`config.mk`:
```
export PLATFORM = sky130hd
export DESIGN_NAME = grcc_ram
export DESIGN_NICKNAME = d
export VERILOG_FILES = /design/src/sv/graph_reachability_connectivity_check_core_macros.svh /design/src/sv/grcc_ram.sv
export SDC_FILE = /design/constraint.sdc
export NUM_CORES = 2
export LEC_CHECK = 0
export BUFFER_PORTS_ARGS = -buffer_cell sky130_fd_sc_hd__clkbuf_2
export CORE_MARGIN = 5
export CORE_UTILIZATION = 35
export DETAILED_ROUTE_END_ITERATION = 7
export PLACE_DENSITY = 0.49
export SLEW_MARGIN = 40
export SYNTH_ARGS = -nofsm -noshare
export SYNTH_HDL_FRONTEND = slang
export SYNTH_SLANG_ARGS = --single-unit
```
`constraint.sdc`:
```
create_clock -name i_clk -period 7.4 [get_ports i_clk]
set_input_delay 1.85 -clock i_clk [delete_from_list [all_inputs] [get_ports i_clk]]
set_output_delay 1.85 -clock i_clk [all_outputs]
set_load 0.05 [all_outputs]
```
`src/sv/graph_reachability_connectivity_check_core_macros.svh`:
```
// ----------------------------------------------------------------------------
// Assertion macros for the graph reachability / connectivity check core
// Shared concurrent assertion forms, reset-qualified on an active-low reset.
// ----------------------------------------------------------------------------
`ifndef GRAPH_REACHABILITY_CONNECTIVITY_CHECK_CORE_MACROS_SVH
`define GRAPH_REACHABILITY_CONNECTIVITY_CHECK_CORE_MACROS_SVH

// same-cycle implication
`define GRCC_ASSERT_IMPLIES(lbl, clk, rstn, ante, cons) \
    lbl: assert property (@(posedge clk) disable iff (!rstn) (ante) |-> (cons)) \
        else $error("grcc: assertion failed");

// next-cycle implication
`define GRCC_ASSERT_NEXT(lbl, clk, rstn, ante, cons) \
    lbl: assert property (@(posedge clk) disable iff (!rstn) (ante) |=> (cons)) \
        else $error("grcc: assertion failed");

`endif

```
`src/sv/grcc_ram.sv`:
```
// ----------------------------------------------------------------------------
// grcc_ram
// Generic single-write, single-read synchronous RAM, registered read.
// ----------------------------------------------------------------------------
`default_nettype none

module grcc_ram #(
    parameter int WIDTH = 64,
    parameter int DEPTH = 64
) (
    input  logic                     i_clk,
    input  logic                     i_wr_en,
    input  logic [$clog2(DEPTH)-1:0] i_wr_addr,
    input  logic [WIDTH-1:0]         i_wr_data,
    input  logic                     i_rd_en,
    input  logic [$clog2(DEPTH)-1:0] i_rd_addr,
    output logic [WIDTH-1:0]         o_rd_data
);

    logic [WIDTH-1:0] r_mem [DEPTH];
    logic [WIDTH-1:0] r_rd_data;

    always_ff @(posedge i_clk) begin
        if (i_wr_en) begin
            r_mem[i_wr_addr] <= i_wr_data;
        end
        if (i_rd_en) begin
            r_rd_data <= r_mem[i_rd_addr];
        end
    end

    assign o_rd_data = r_rd_data;

endmodule

`default_nettype wire

```
==> metrics.md <==
| Metric | Value |
|---|---|
| Outcome | completed |
| Hold Path Stages | 4 |
| Area Overhead vs Synth | 15.7% |
| Hold Buf Count CTS | 0 |
| RSZ-0062 raised after global routing | no |
| Worst ir drop on vdd | 215 uV |
| Register bit total from synthesis | about 4,200 |
| Drt pass-1 iters | 5 |
| Die height | 680 microns |
| Hold crit path type | reg -> reg |
| Worst-path cell chain | buf_12 > buf_16 > buf_12 > nand2_1 > o221ai_1 > o22ai_1 > and3_1 |
| # fillers | slightly below 40,000 |
| Initial antenna violation count | just over 40 |
| R2R cell count | 5 |
| Final min period | between 4 and 5 ns |
| Post-CTS Setup Repair Bufs | 0 |
| Syn Std Cell Area | 157,000 sq um |
| Total track usage | 0.203 |
| Lkg Pwr | between 50 and 60 nW |
| Clock transition at path regs | 0.06 ns |
| # resized after CTS | 0 |
| CP arrival | roughly 4.9 ns |
| Most frequent cell after synthesis | edfxtp_1 |
| Switch Pwr | ~11 mW |
| CP startpoint kind | input pin |
| Die width | ~680 microns |
| Vias in the first global route | 77,000 |
| RR Endpoint | o_rd_data[22] |
| First-pass GRT wire length | between 600 and 700 mm |
| Clock Tree Root | clkbuf_16 |
| Flop2flop setup slack | roughly 5.1 ns |
| Detailed-route DRC error count | 0 |
| Cts bufs inserted | ~440 |
| Final TNS setup | 0 ns |
| Hold Crit Endpoint | o_rd_data[18] |
| Final ANT Viol Nets | 0 |
| Clock share of power | 0.432 |
| Mean Syn Cell Area | approximately 24 sq um |
| Share of the synthesized area in the top cell type | 0.796 |
| Pwr Total | between 50 and 60 mW |
| Dpl ws | between 2 and 2.5 ns |
| RR Startpoint | r_mem[46][22] |
| H-tree depth | 5 |
| Clk_skew | around 0.053 ns |
| Vias per cell | 5.63 |
| Async set-reset flop share out of synthesis | 0 |
| Share of layout cells above drive strength 1 | 0.289 |
| Post-synth EDFFs | roughly 4,200 |
| Sequential share of the synthesized area | 0.796 |
| GP Congestion | 0.743 |
| Clock sink total | around 4,200 |
| WL/cell | 35.7 microns |
| Most frequent cells after synthesis | edfxtp_1, mux4_2, buf_2 |
| Largest area contributor in the netlist | edfxtp_1 |
| Grt ovf | 0 |
| WS Path Type | in -> reg |
| HP Start | r_mem[39][18] |
| Setup violators final | 0 |
| Port bufs | roughly 140 |
| Cells after Synth | roughly 6,600 |
| I/O pins | around 140 |
| Total die area | approximately 460,000 sq um |
| Core area | ~450,000 sq um |
| Internal power | 39.6 mW |
| Top post-synthesis cells by area | edfxtp_1, mux4_2, mux2i_1 |
| WL final | ~480 mm |
| Combinational power share | 0.047 |
| Worst path max stage delay | about 0.63 ns |
| Drt initial violations | ~8,000 |
| Post-synth top flop | edfxtp_1 |
| Setup ws final | between 3 and 4 ns |
| CTS tree | built |
| Starting Density | 0.351 |
| F_max | 236 MHz |
| Clock Latency Late Sink | about 0.97 ns |
| Critical path peak fanout | 53 |
| Post-DP HPWL | 247 mm |
| Critical Path End Type | flip-flop |
| Period utilization | 0.571 |
| Area of the multi-input gates | ~30,000 sq um |
| Via count | about 75,000 |
| Pins Over Slew Limit | 0 |
| Final hold vios | 0 |
| Reg power frac | 0.521 |
| Switch share | 0.214 |
| Crit-path slowest cell | o221ai_1 |
| P per Cell Area | between 200 and 300 nW/um^2 |
| Max Buffers Root-to-Sink | 4 |
| Ys Warns | 0 |
| Max-Cap Viols | 0 |
| # nets final | around 7,000 |
| Measured slew at the worst slew-check pin | a little over 1 ns |
| Slew headroom | 0.316 |
| Largest net degree at the start of global routing | 110 |
| Register Area | ~120,000 sq um |
| Synth unique cells | 32 |
| CP most frequent cell | buf_12 |
| Net Count, Synth | 6,677 |
| Critical path required time | 8.11 ns |
| Rows | 246 |
==> power by group through the flow <==
| stage | combinational [mW] | clock (mW) | sequential [mW] |
|---|---|---|---|
| after floorplan | 1.22 | 0 | 26.8 |
| after global placement | 2.35 | 0 | 26.7 |
| after detailed placement | 2.41 | 0 | 26.7 |
| after CTS | 2.41 | 22.2 | 26.2 |
| after global routing | 2.52 | 23.2 | 26.2 |
| final | 2.37 | 21.8 | 26.2 |
==> routing by layer <==
metal | routed length [microns] | global-route usage | vias to the layer above
met1 | 202000 | 0.282 | 42400
met4 | 13400 | 0.0522 | 8
met3 | 27200 | 0.0285 | 658
li1 | - | - | 29600
met5 | 44 | 0 | -
met2 | 235000 | 0.337 | 2757
==> stage by stage <==
step                std cells  utilization  instance area (sq um)  hold slack [ns]
detailed placement      12600        0.374                 167000            0.898
finish                  13400        0.406                 182000            0.898
floorplan                6598            -                 157000            0.865
global route            13400        0.406                 182000            0.933
global placement        12500        0.372                 167000            0.893
CTS                     13400        0.405                 181000            0.891
==> cells in the final DEF (no fill, tap or decap), drive strengths merged <==
master       n
mux4      1024
a31o         1
a211oi      63
nor2b       28
mux2i      135
clkinvlp    10
a2bb2oi     19
or3         29
nor3         2
or2         28
nand2b      11
a31oi       18
o221ai      38
inv         28
clkbuf     661
bufinv      47
clkinv     221
a22o        88
nand3b       2
nand4        2
buf        258
or3b         1
nand3       45
and3        64
a22oi      168
diode       13
o22ai       83
a41oi       26
and2         3
nor2       112
nand2       58
nand4b       1
edfxtp    4160
==> area by class of cell <==
type                            instances  area share
Multi-Input combinational cell       2049       0.170
Clock buffer                          523      0.0629
Tap cell                             5952      0.0410
Timing Repair Buffer                  396      0.0235
Clock inverter                        287      0.0147
Inverter                               19    0.000393
Antenna cell                           13    0.000179
Sequential cell                      4160       0.688
==> worst max-delay path: cells and delay by family <==
family,cells,cell delay [ns]
compound gates,2,0.89
buf+inv,3,1.14
simple gates,2,0.90
==> state kept, by name, summed over array words and instances, names as in the netlist <==
register and count:
o_rd_data 64, r_mem 4096
==> how the worst max path moves through the flow <==
stage	start	end	slack, ns	depth (start not counted)
final	i_rd_addr[0]	o_rd_data[10]	3.17	7
after global routing	i_rd_addr[0]	o_rd_data[43]	2.96	9
after CTS	i_rd_addr[0]	o_rd_data[31]	3.14	8
after detailed placement	i_rd_addr[0]	o_rd_data[10]	2.07	7
after global placement	i_rd_addr[0]	o_rd_data[58]	2.00	7
after floorplan	i_wr_addr[3]	r_mem[48][0]	0.11	4
==> kinds of logic (layout without fill, tap and decap cells) <==
group	count (synthesis)	in the layout	share of synthesized area
and+or+nand+nor	386	386	0.0123
buffers and inverters	389	1225	0.0118
DFF	4160	4160	0.796
muxes	1159	1159	0.156
AOI/OAI and AO/OA	504	504	0.0247
other	0	13	0
No activity file was read; power rests on OpenSTA's default activity.
