## src/sv/graph_reachability_connectivity_check_core_macros.svh

```systemverilog
// ----------------------------------------------------------------------------
// Assertion macros for the graph reachability / connectivity check core
// Shared concurrent assertion forms, reset-qualified on an active-low reset.
// ----------------------------------------------------------------------------
`ifndef GRAPH_REACHABILITY_CONNECTIVITY_CHECK_CORE_MACROS_SVH
`define GRAPH_REACHABILITY_CONNECTIVITY_CHECK_CORE_MACROS_SVH

// same-cycle implication
`define GRCC_ASSERT_IMPLIES(lbl, clk, rstn, ante, cons) \
    lbl: assert property (@(posedge clk) disable iff (!rstn) (ante) |-> (cons)) \
        else $error("grcc: assertion failed");

// next-cycle implication
`define GRCC_ASSERT_NEXT(lbl, clk, rstn, ante, cons) \
    lbl: assert property (@(posedge clk) disable iff (!rstn) (ante) |=> (cons)) \
        else $error("grcc: assertion failed");

`endif

```

## src/sv/grcc_pkg.sv

```systemverilog
// ----------------------------------------------------------------------------
// grcc_pkg
// Types, codes and helper functions of the reachability check core.
// ----------------------------------------------------------------------------
`default_nettype none

package grcc_pkg;

    localparam int MAX_VERTICES = 64;
    localparam int VTX_W        = $clog2(MAX_VERTICES + 1);
    localparam int ROW_W        = MAX_VERTICES;
    localparam int ROW_AW       = $clog2(MAX_VERTICES);
    localparam int IN_DATA_W    = 16;
    localparam int OUT_DATA_W   = 16;
    localparam int OUT_PAD_W    = OUT_DATA_W - (2 + 1 + VTX_W);

    // item actions
    localparam logic [1:0] ACT_SET   = 2'd0;
    localparam logic [1:0] ACT_CLEAR = 2'd1;
    localparam logic [1:0] ACT_CHECK = 2'd2;
    localparam logic [1:0] ACT_NONE  = 2'd3;

    // result status codes
    localparam logic [1:0] STAT_OK     = 2'd0;
    localparam logic [1:0] STAT_RANGE  = 2'd1;
    localparam logic [1:0] STAT_ABSENT = 2'd2;

    typedef struct packed {
        logic [1:0]       status;
        logic             connected;
        logic [VTX_W-1:0] reached_count;
    } t_result;

    // vertex count in use: 0 acts as 1, values above the maximum saturate
    function automatic logic [VTX_W-1:0] active_count(input logic [VTX_W-1:0] vc);
        logic [VTX_W-1:0] n;
        n = vc;
        if (vc == '0) begin
            n = VTX_W'(1);
        end
        if (int'(vc) > MAX_VERTICES) begin
            n = VTX_W'(MAX_VERTICES);
        end
        return n;
    endfunction

    function automatic logic [ROW_W-1:0] low_mask(input logic [VTX_W-1:0] n);
        logic [ROW_W-1:0] m;
        for (int i = 0; i < ROW_W; i++) begin
            m[i] = (i < int'(n));
        end
        return m;
    endfunction

endpackage

`default_nettype wire

```

## src/sv/grcc_ctrl.sv

```systemverilog
// ----------------------------------------------------------------------------
// grcc_ctrl
// Sequencer: arc read-modify-write and worklist reachability expansion
// over the adjacency RAM.
// ----------------------------------------------------------------------------
`default_nettype none

`include "graph_reachability_connectivity_check_core_macros.svh"

module grcc_ctrl (
    input  logic                           i_clk,
    input  logic                           i_rst_n,
    // item side
    input  logic                           i_item_valid,
    output logic                           o_item_ready,
    input  logic [1:0]                     i_action,
    input  logic [grcc_pkg::VTX_W-1:0]     i_from_vertex,
    input  logic [grcc_pkg::VTX_W-1:0]     i_to_vertex,
    input  logic [grcc_pkg::VTX_W-1:0]     i_vertex_count,
    // adjacency RAM
    output logic                           o_rd_en,
    output logic [grcc_pkg::ROW_AW-1:0]    o_rd_addr,
    input  logic [grcc_pkg::ROW_W-1:0]     i_rd_data,
    output logic                           o_wr_en,
    output logic [grcc_pkg::ROW_AW-1:0]    o_wr_addr,
    output logic [grcc_pkg::ROW_W-1:0]     o_wr_data,
    // result side
    output logic                           o_res_valid,
    input  logic                           i_res_ready,
    output grcc_pkg::t_result              o_res
);

    typedef enum logic [3:0] {
        S_IDLE = 4'b0001,
        S_ARC  = 4'b0010,
        S_SCAN = 4'b0100,
        S_DONE = 4'b1000
    } t_state;

    t_state                          r_state, n_state;
    logic [1:0]                      r_action, n_action;
    logic [grcc_pkg::ROW_AW-1:0]     r_row, n_row;
    logic [grcc_pkg::ROW_AW-1:0]     r_col, n_col;
    logic [grcc_pkg::VTX_W-1:0]      r_n, n_n;
    logic [grcc_pkg::ROW_W-1:0]      r_valid_mask, n_valid_mask;
    logic [grcc_pkg::ROW_W-1:0]      r_reach, n_reach;
    logic [grcc_pkg::ROW_W-1:0]      r_frontier, n_frontier;
    logic [grcc_pkg::VTX_W-1:0]      r_count, n_count;
    logic                            r_inflight, n_inflight;
    grcc_pkg::t_result               r_res, n_res;
    logic [grcc_pkg::ROW_W-1:0]      r_row_valid;
    logic                            r_rd_ok;

    logic [grcc_pkg::VTX_W-1:0]      w_n;
    logic                            w_from_ok, w_to_ok, w_accept;
    logic [grcc_pkg::VTX_W-1:0]      w_from_dec, w_to_dec;
    logic [grcc_pkg::ROW_W-1:0]      w_row, w_col_bit, w_new, w_pick_bit;
    logic [grcc_pkg::ROW_AW-1:0]     w_pick_idx;
    logic                            w_any;

    // decode of the item at the input
    assign w_n        = grcc_pkg::active_count(i_vertex_count);
    assign w_from_ok  = (i_from_vertex != '0) && (i_from_vertex <= w_n);
    assign w_to_ok    = (i_to_vertex != '0) && (i_to_vertex <= w_n);
    assign w_from_dec = i_from_vertex - grcc_pkg::VTX_W'(1);
    assign w_to_dec   = i_to_vertex - grcc_pkg::VTX_W'(1);
    assign w_accept   = (r_state == S_IDLE) && i_item_valid;

    // row as seen by the logic: never-written rows read as empty
    assign w_row      = r_rd_ok ? i_rd_data : '0;
    assign w_col_bit  = grcc_pkg::ROW_W'(1) << r_col;
    assign w_new      = r_inflight ? (w_row & r_valid_mask & ~r_reach) : '0;

    // lowest pending vertex
    assign w_any      = |r_frontier;
    assign w_pick_bit = r_frontier & (~r_frontier + grcc_pkg::ROW_W'(1));
    always_comb begin
        w_pick_idx = '0;
        for (int i = grcc_pkg::ROW_W - 1; i >= 0; i--) begin
            if (r_frontier[i]) begin
                w_pick_idx = grcc_pkg::ROW_AW'(i);
            end
        end
    end

    assign o_item_ready = (r_state == S_IDLE);
    assign o_rd_addr    = (r_state == S_SCAN) ? w_pick_idx : w_from_dec[grcc_pkg::ROW_AW-1:0];
    assign o_res_valid  = (r_state == S_DONE);
    assign o_res        = r_res;

    always_comb begin
        n_state      = r_state;
        n_action     = r_action;
        n_row        = r_row;
        n_col        = r_col;
        n_n          = r_n;
        n_valid_mask = r_valid_mask;
        n_reach      = r_reach;
        n_frontier   = r_frontier;
        n_count      = r_count;
        n_inflight   = 1'b0;
        n_res        = r_res;
        o_rd_en      = 1'b0;
        o_wr_en      = 1'b0;
        o_wr_addr    = r_row;
        o_wr_data    = w_row | w_col_bit;

        case (r_state)
            S_IDLE: begin
                if (w_accept) begin
                    n_action     = i_action;
                    n_row        = w_from_dec[grcc_pkg::ROW_AW-1:0];
                    n_col        = w_to_dec[grcc_pkg::ROW_AW-1:0];
                    n_n          = w_n;
                    n_valid_mask = grcc_pkg::low_mask(w_n);
                    n_res        = '{status: grcc_pkg::STAT_OK, connected: 1'b0,
                                     reached_count: '0};
                    n_state      = S_DONE;
                    if (i_action == grcc_pkg::ACT_SET || i_action == grcc_pkg::ACT_CLEAR) begin
                        if (w_from_ok && w_to_ok) begin
                            o_rd_en = 1'b1;
                            n_state = S_ARC;
                        end else begin
                            n_res.status = grcc_pkg::STAT_RANGE;
                        end
                    end else if (i_action == grcc_pkg::ACT_CHECK) begin
                        if (w_from_ok) begin
                            n_reach    = grcc_pkg::ROW_W'(1) << w_from_dec[grcc_pkg::ROW_AW-1:0];
                            n_frontier = grcc_pkg::ROW_W'(1) << w_from_dec[grcc_pkg::ROW_AW-1:0];
                            n_count    = '0;
                            n_state    = S_SCAN;
                        end else begin
                            n_res.status = grcc_pkg::STAT_RANGE;
                        end
                    end
                end
            end
            S_ARC: begin
                n_state = S_DONE;
                if (r_action == grcc_pkg::ACT_SET) begin
                    o_wr_en   = 1'b1;
                    o_wr_data = w_row | w_col_bit;
                end else if ((w_row & w_col_bit) == '0) begin
                    n_res.status = grcc_pkg::STAT_ABSENT;
                end else begin
                    o_wr_en   = 1'b1;
                    o_wr_data = w_row & ~w_col_bit;
                end
            end
            S_SCAN: begin
                // issue one row read per cycle, merge the row returned from the last one
                o_rd_en    = w_any;
                n_inflight = w_any;
                n_frontier = (r_frontier & ~w_pick_bit) | w_new;
                n_reach    = r_reach | w_new;
                n_count    = r_count + grcc_pkg::VTX_W'(w_any);
                if (!w_any && !r_inflight) begin
                    n_res   = '{status: grcc_pkg::STAT_OK, connected: (r_count == r_n),
                                reached_count: r_count};
                    n_state = S_DONE;
                end
            end
            S_DONE: begin
                if (i_res_ready) begin
                    n_state = S_IDLE;
                end
            end
            default: begin
                n_state = S_IDLE;
            end
        endcase
    end

    always_ff @(posedge i_clk) begin
        if (!i_rst_n) begin
            r_state     <= S_IDLE;
            r_inflight  <= 1'b0;
            r_row_valid <= '0;
            r_reach     <= '0;
            r_frontier  <= '0;
        end else begin
            r_state    <= n_state;
            r_inflight <= n_inflight;
            r_reach    <= n_reach;
            r_frontier <= n_frontier;
            if (o_wr_en) begin
                r_row_valid[o_wr_addr] <= 1'b1;
            end
        end
    end

    always_ff @(posedge i_clk) begin
        r_action     <= n_action;
        r_row        <= n_row;
        r_col        <= n_col;
        r_n          <= n_n;
        r_valid_mask <= n_valid_mask;
        r_count      <= n_count;
        r_res        <= n_res;
        r_rd_ok      <= r_row_valid[o_rd_addr];
    end

    `GRCC_ASSERT_IMPLIES(a_wr_only_in_arc, i_clk, i_rst_n, o_wr_en, r_state == S_ARC)
    `GRCC_ASSERT_NEXT(a_arc_one_cycle, i_clk, i_rst_n, r_state == S_ARC, r_state == S_DONE)
    `GRCC_ASSERT_IMPLIES(a_reach_in_use, i_clk, i_rst_n, r_state == S_SCAN, (r_reach & ~r_valid_mask) == '0)
    `GRCC_ASSERT_IMPLIES(a_count_bound, i_clk, i_rst_n, r_state == S_DONE, r_res.reached_count <= r_n)
    `GRCC_ASSERT_IMPLIES(a_conn_ok, i_clk, i_rst_n, (r_state == S_DONE) && r_res.connected, r_res.status == grcc_pkg::STAT_OK)

endmodule

`default_nettype wire
```

## config.mk

```make
export PLATFORM = sky130hd
export DESIGN_NAME = grcc_ctrl
export DESIGN_NICKNAME = d
export VERILOG_FILES = /design/src/sv/grcc_pkg.sv /design/src/sv/grcc_ctrl.sv
export VERILOG_INCLUDE_DIRS = /design/src /design/src/sv
export SDC_FILE = /design/constraint.sdc
export NUM_CORES = 1
export LEC_CHECK = 0
export BUFFER_PORTS_ARGS = -buffer_cell sky130_fd_sc_hd__buf_4
export CORE_MARGIN = 3
export CORE_UTILIZATION = 30
export DETAILED_ROUTE_END_ITERATION = 8
export PLACE_DENSITY = 0.48
export SLEW_MARGIN = 20
export SYNTH_ARGS = -nofsm -noshare
export SYNTH_HDL_FRONTEND = slang
export SYNTH_SLANG_ARGS = --single-unit
export TNS_END_PERCENT = 20
```

## constraint.sdc

```tcl
create_clock -name i_clk -period 4.29 [get_ports i_clk]
set_input_delay 0.858 -clock i_clk [delete_from_list [all_inputs] [get_ports i_clk]]
set_output_delay 0.858 -clock i_clk [all_outputs]
set_load 0.1 [all_outputs]
```

==> results_dict.tcl <==
set metrics [dict create \
    run_status "complete, but fails checks" \
    failed_checks "setup timing" \
    cpPeakStageDelay_ps 550 \
    postRouteAntennaNets 0 \
    min_period_over_period 1.09 \
    design.portCount 181 \
    finish.net_count 2403 \
    crit_type "reg2out" \
    dr_total_vias 17600 \
    synthFlopType "sky130_fd_sc_hd__dfxtp_1" \
    cts_num_sinks 299 \
    number_of_flops_mapped_to_enable_cells_by_yosys 101 \
    syn-cell-area_um2 16900 \
    finalWirelength_um 78300 \
    maxClockFrequency_mhz 213 \
    fin_skew_ps 18.8 \
    critPathMaxFanout 8 \
    rsz0062_at_grt "yes" \
    synth_largest_type_area_fraction 0.235 \
    rr_startpoint "r_col[1]" \
    grt_remaining_overflow 0 \
    pre_repair_dr_iteration_count 7 \
    cts-root-to-sink-buffers 3 \
    report.final.setup_viol 65 \
    die_h_um 243 \
    grt_max_degree 107 \
    effective_utilization_at_floorplan 0.305 \
    critPathCaptureType "output pin" \
    syn-num-nets 2173 \
    postSynthCellCount 2059 \
    hold_start "r_reach[13]" \
    cell_chosen_for_the_clock_root "sky130_fd_sc_hd__clkbuf_16" \
    fin_tns_setup_ps -16290 \
    vias_per_std_cell 5.76 \
    vdd_drop_max_v 0.000206 \
    ys_seq_elements 299 \
    cts_inserted_buffers 35 \
    layout_common_cells "sky130_fd_sc_hd__buf_4, sky130_fd_sc_hd__nand2_1, sky130_fd_sc_hd__dfxtp_1" \
    cts-htree-levels 2 \
    global_route.peak_usage_layer "met2" \
    clk_pin_slew_worst_paths_ps 60 \
    rr_endpoint "o_res[8]" \
    hold_path_end "r_reach[13]" \
    worst_path_max_delay_cell "sky130_fd_sc_hd__or4_4" \
    dieArea_um2 59200 \
    drive_above_1_share 0.213 \
    cell_chain_critical_path "buf_6 -> nor2b_4 -> a22o_1 -> a32o_1 -> or4_4 -> a2111oi_4 -> nand4_1 -> o21ai_2 -> nor2_4 -> buf_8 -> buf_4 -> o31ai_4 -> buf_12" \
    worst_ep_required_time_ps 3430 \
    cts_tree "done" \
    antenna_found_initial 0 \
    p_leak_nw 8.27 \
    timing_worst_slew_pin_value_ps 1080 \
    critPathLaunchType "register" \
    timing.reg2reg.worst_path_depth 12 \
    postSynthAreaPerCell_um2 8.21 \
    p_per_cell_area_nw_per_um2 411 \
    synth_sequential_area_ratio 0.414 \
    layout_commonest_cell "sky130_fd_sc_hd__buf_4" \
    globalRouteTotalUtil 0.255 \
    async_set_reset_flop_share_out_of_synthesis 0 \
    hold_path.class "reg2reg" \
    ys_warn_count 0 \
    layout_setup_ws_ps -397 \
    chipWidth_um 243 \
    io_buffer_count 180 \
    final-hold-violation-count 0 \
    worst_ep_arrival_time_ps 3830 \
    number_of_global_route_vias_before_repair 16900 \
    place.gp.congestion 0.914 \
    post-place-ws_ps -123 \
    synth_top_cells_by_area "sky130_fd_sc_hd__dfxtp_1, sky130_fd_sc_hd__edfxtp_1, sky130_fd_sc_hd__nand2_1" \
    first_iter_violations 1658 \
    final.hold.worst_slack_ps 444 \
    final.min_clock_period_ps 4690 \
    groute.layer.met2.usage 0.415 \
    core_area_um2 55400 \
    synth_top_area_cell "sky130_fd_sc_hd__dfxtp_1" \
    grt_use_met1 0.330 \
    grt_use_met3 0.0455 \
    syn_to_final_growth_pct 34.0 \
    timing.max_cap.violations 0 \
    fill_cells 5542 \
    report.final.slew_viol_count 0 \
    post_route_drc 0 \
    area.sequential_um2 7000 \
    ff2ff_setup_slack_ps 480 \
    multiInputGateArea_um2 9920 \
    synth_cell_types 85 \
    dp.final_hpwl_um 58600 \
    clock_insertion_delay_worst_skew_ps 550 \
    min_delay_path_depth 2 \
    first_pass_grt_wire_length_um 114000 \
    row_count 86 \
    timing.max_slew.rel_slack 0.283 \
    wire_per_inst_um 25.5 \
]
## worst max-delay path, delay by kind of cell (launching register included)
family | cells | cell delay, ps
and+or+nand+nor | 4 | 990
DFF | 1 | 450
buffers and inverters | 4 | 720
AOI/OAI and AO/OA | 5 | 1110
## worst max path at each step
| stage | depth (start not counted) | startpoint | to |
|---|---|---|---|
| 2_1_floorplan | 9 | i_rd_data[32] | o_wr_data[13] |
| 3_3_place_gp | 17 | i_vertex_count[1] | o_rd_en |
| 3_5_place_dp | 11 | i_rd_data[32] | o_wr_data[43] |
| 4_1_cts | 11 | r_col[5] | o_wr_data[11] |
| 5_1_grt | 12 | r_col[1] | o_wr_data[39] |
| 6_report | 13 | r_col[1] | o_wr_data[10] |
## cells by family after synthesis
logic type,Yosys count,share of synthesized area
AOI/OAI and AO/OA,659,0.259
xor gates and xnor gates,20,0.0104
DFF,299,0.414
and+or+nand+nor,830,0.231
muxes,29,0.0212
adders and majority gates,23,0.0170
buffers and inverters,198,0.0467
other,1,0.000222
## layout make-up
type                       instances  share of cell area
antenna                            3            0.000331
sequential                       299               0.309
clock buffer                      52              0.0456
tap                              748              0.0413
timing repair buffer             336               0.154
clock inverter                     9             0.00304
inverter                          55             0.00917
multi-input combinational       1562               0.438
## layer usage
| layer | part of all wire | routed length, um | vias up |
|---|---|---|---|
| li1 | - | - | 8118 |
| met1 | 0.42 | 32900 | 8626 |
| met2 | 0.46 | 36400 | 709 |
| met3 | 0.066 | 5140 | 183 |
| met4 | 0.049 | 3860 | 0 |
| met5 | 0 | 0 | - |
## cells in the mapped netlist, types with 10 or more instances
master,count
sky130_fd_sc_hd__a211oi_1,26
sky130_fd_sc_hd__a21oi_1,102
sky130_fd_sc_hd__a221oi_1,10
sky130_fd_sc_hd__a31oi_1,16
sky130_fd_sc_hd__and2_1,24
sky130_fd_sc_hd__buf_1,11
sky130_fd_sc_hd__clkbuf_1,118
sky130_fd_sc_hd__dfxtp_1,198
sky130_fd_sc_hd__edfxtp_1,101
sky130_fd_sc_hd__ha_1,23
sky130_fd_sc_hd__inv_1,48
sky130_fd_sc_hd__mux2i_1,11
sky130_fd_sc_hd__nand2_1,247
sky130_fd_sc_hd__nand2b_1,16
sky130_fd_sc_hd__nand3_1,118
sky130_fd_sc_hd__nand3b_1,12
sky130_fd_sc_hd__nand4_1,13
sky130_fd_sc_hd__nor2_1,183
sky130_fd_sc_hd__nor2b_1,23
sky130_fd_sc_hd__nor3_1,121
sky130_fd_sc_hd__nor4_1,20
sky130_fd_sc_hd__o211ai_1,44
sky130_fd_sc_hd__o21a_1,81
sky130_fd_sc_hd__o21ai_0,105
sky130_fd_sc_hd__o21ai_1,85
sky130_fd_sc_hd__o221a_1,12
sky130_fd_sc_hd__o22ai_1,23
sky130_fd_sc_hd__o31ai_1,40
sky130_fd_sc_hd__o32ai_1,16
sky130_fd_sc_hd__o41ai_1,13
sky130_fd_sc_hd__xnor2_1,11
## where the power goes
group,total [mW],internal (mW),switching (mW)
sequential,3.21,3.10,0.103
combinational,3.15,0.974,2.17
clock,2.96,1.72,1.24
## repair_timing
action | CTS | global route
cloned | 0 | 1
endpoints found under the setup margin | 68 | 69
hold buffers | 0 | 0
resized for setup | 191 | 30
setup buffers | 1 | 10
pin swaps | 3 | 20
## sequential cells by signal, summed over array words and instances (netlist names), 6 cells and up
register	flops
r_frontier	64
r_row_valid	64
r_reach	64
r_valid_mask	63
o_res	10
o_wr_addr	6
r_n	7
r_col	6
r_count	7
## stage by stage
step	area, um^2	total power [mW]	cells	utilization
final	22600	9.31	3064	0.409
after global placement	20500	6.09	2988	0.370
after floorplan	17500	5.13	2059	-
after global routing	22600	9.61	3061	0.409
after detailed placement	20500	6.10	2988	0.370
after CTS	22400	9.29	3050	0.404
Power figures use the tool's default switching activity.
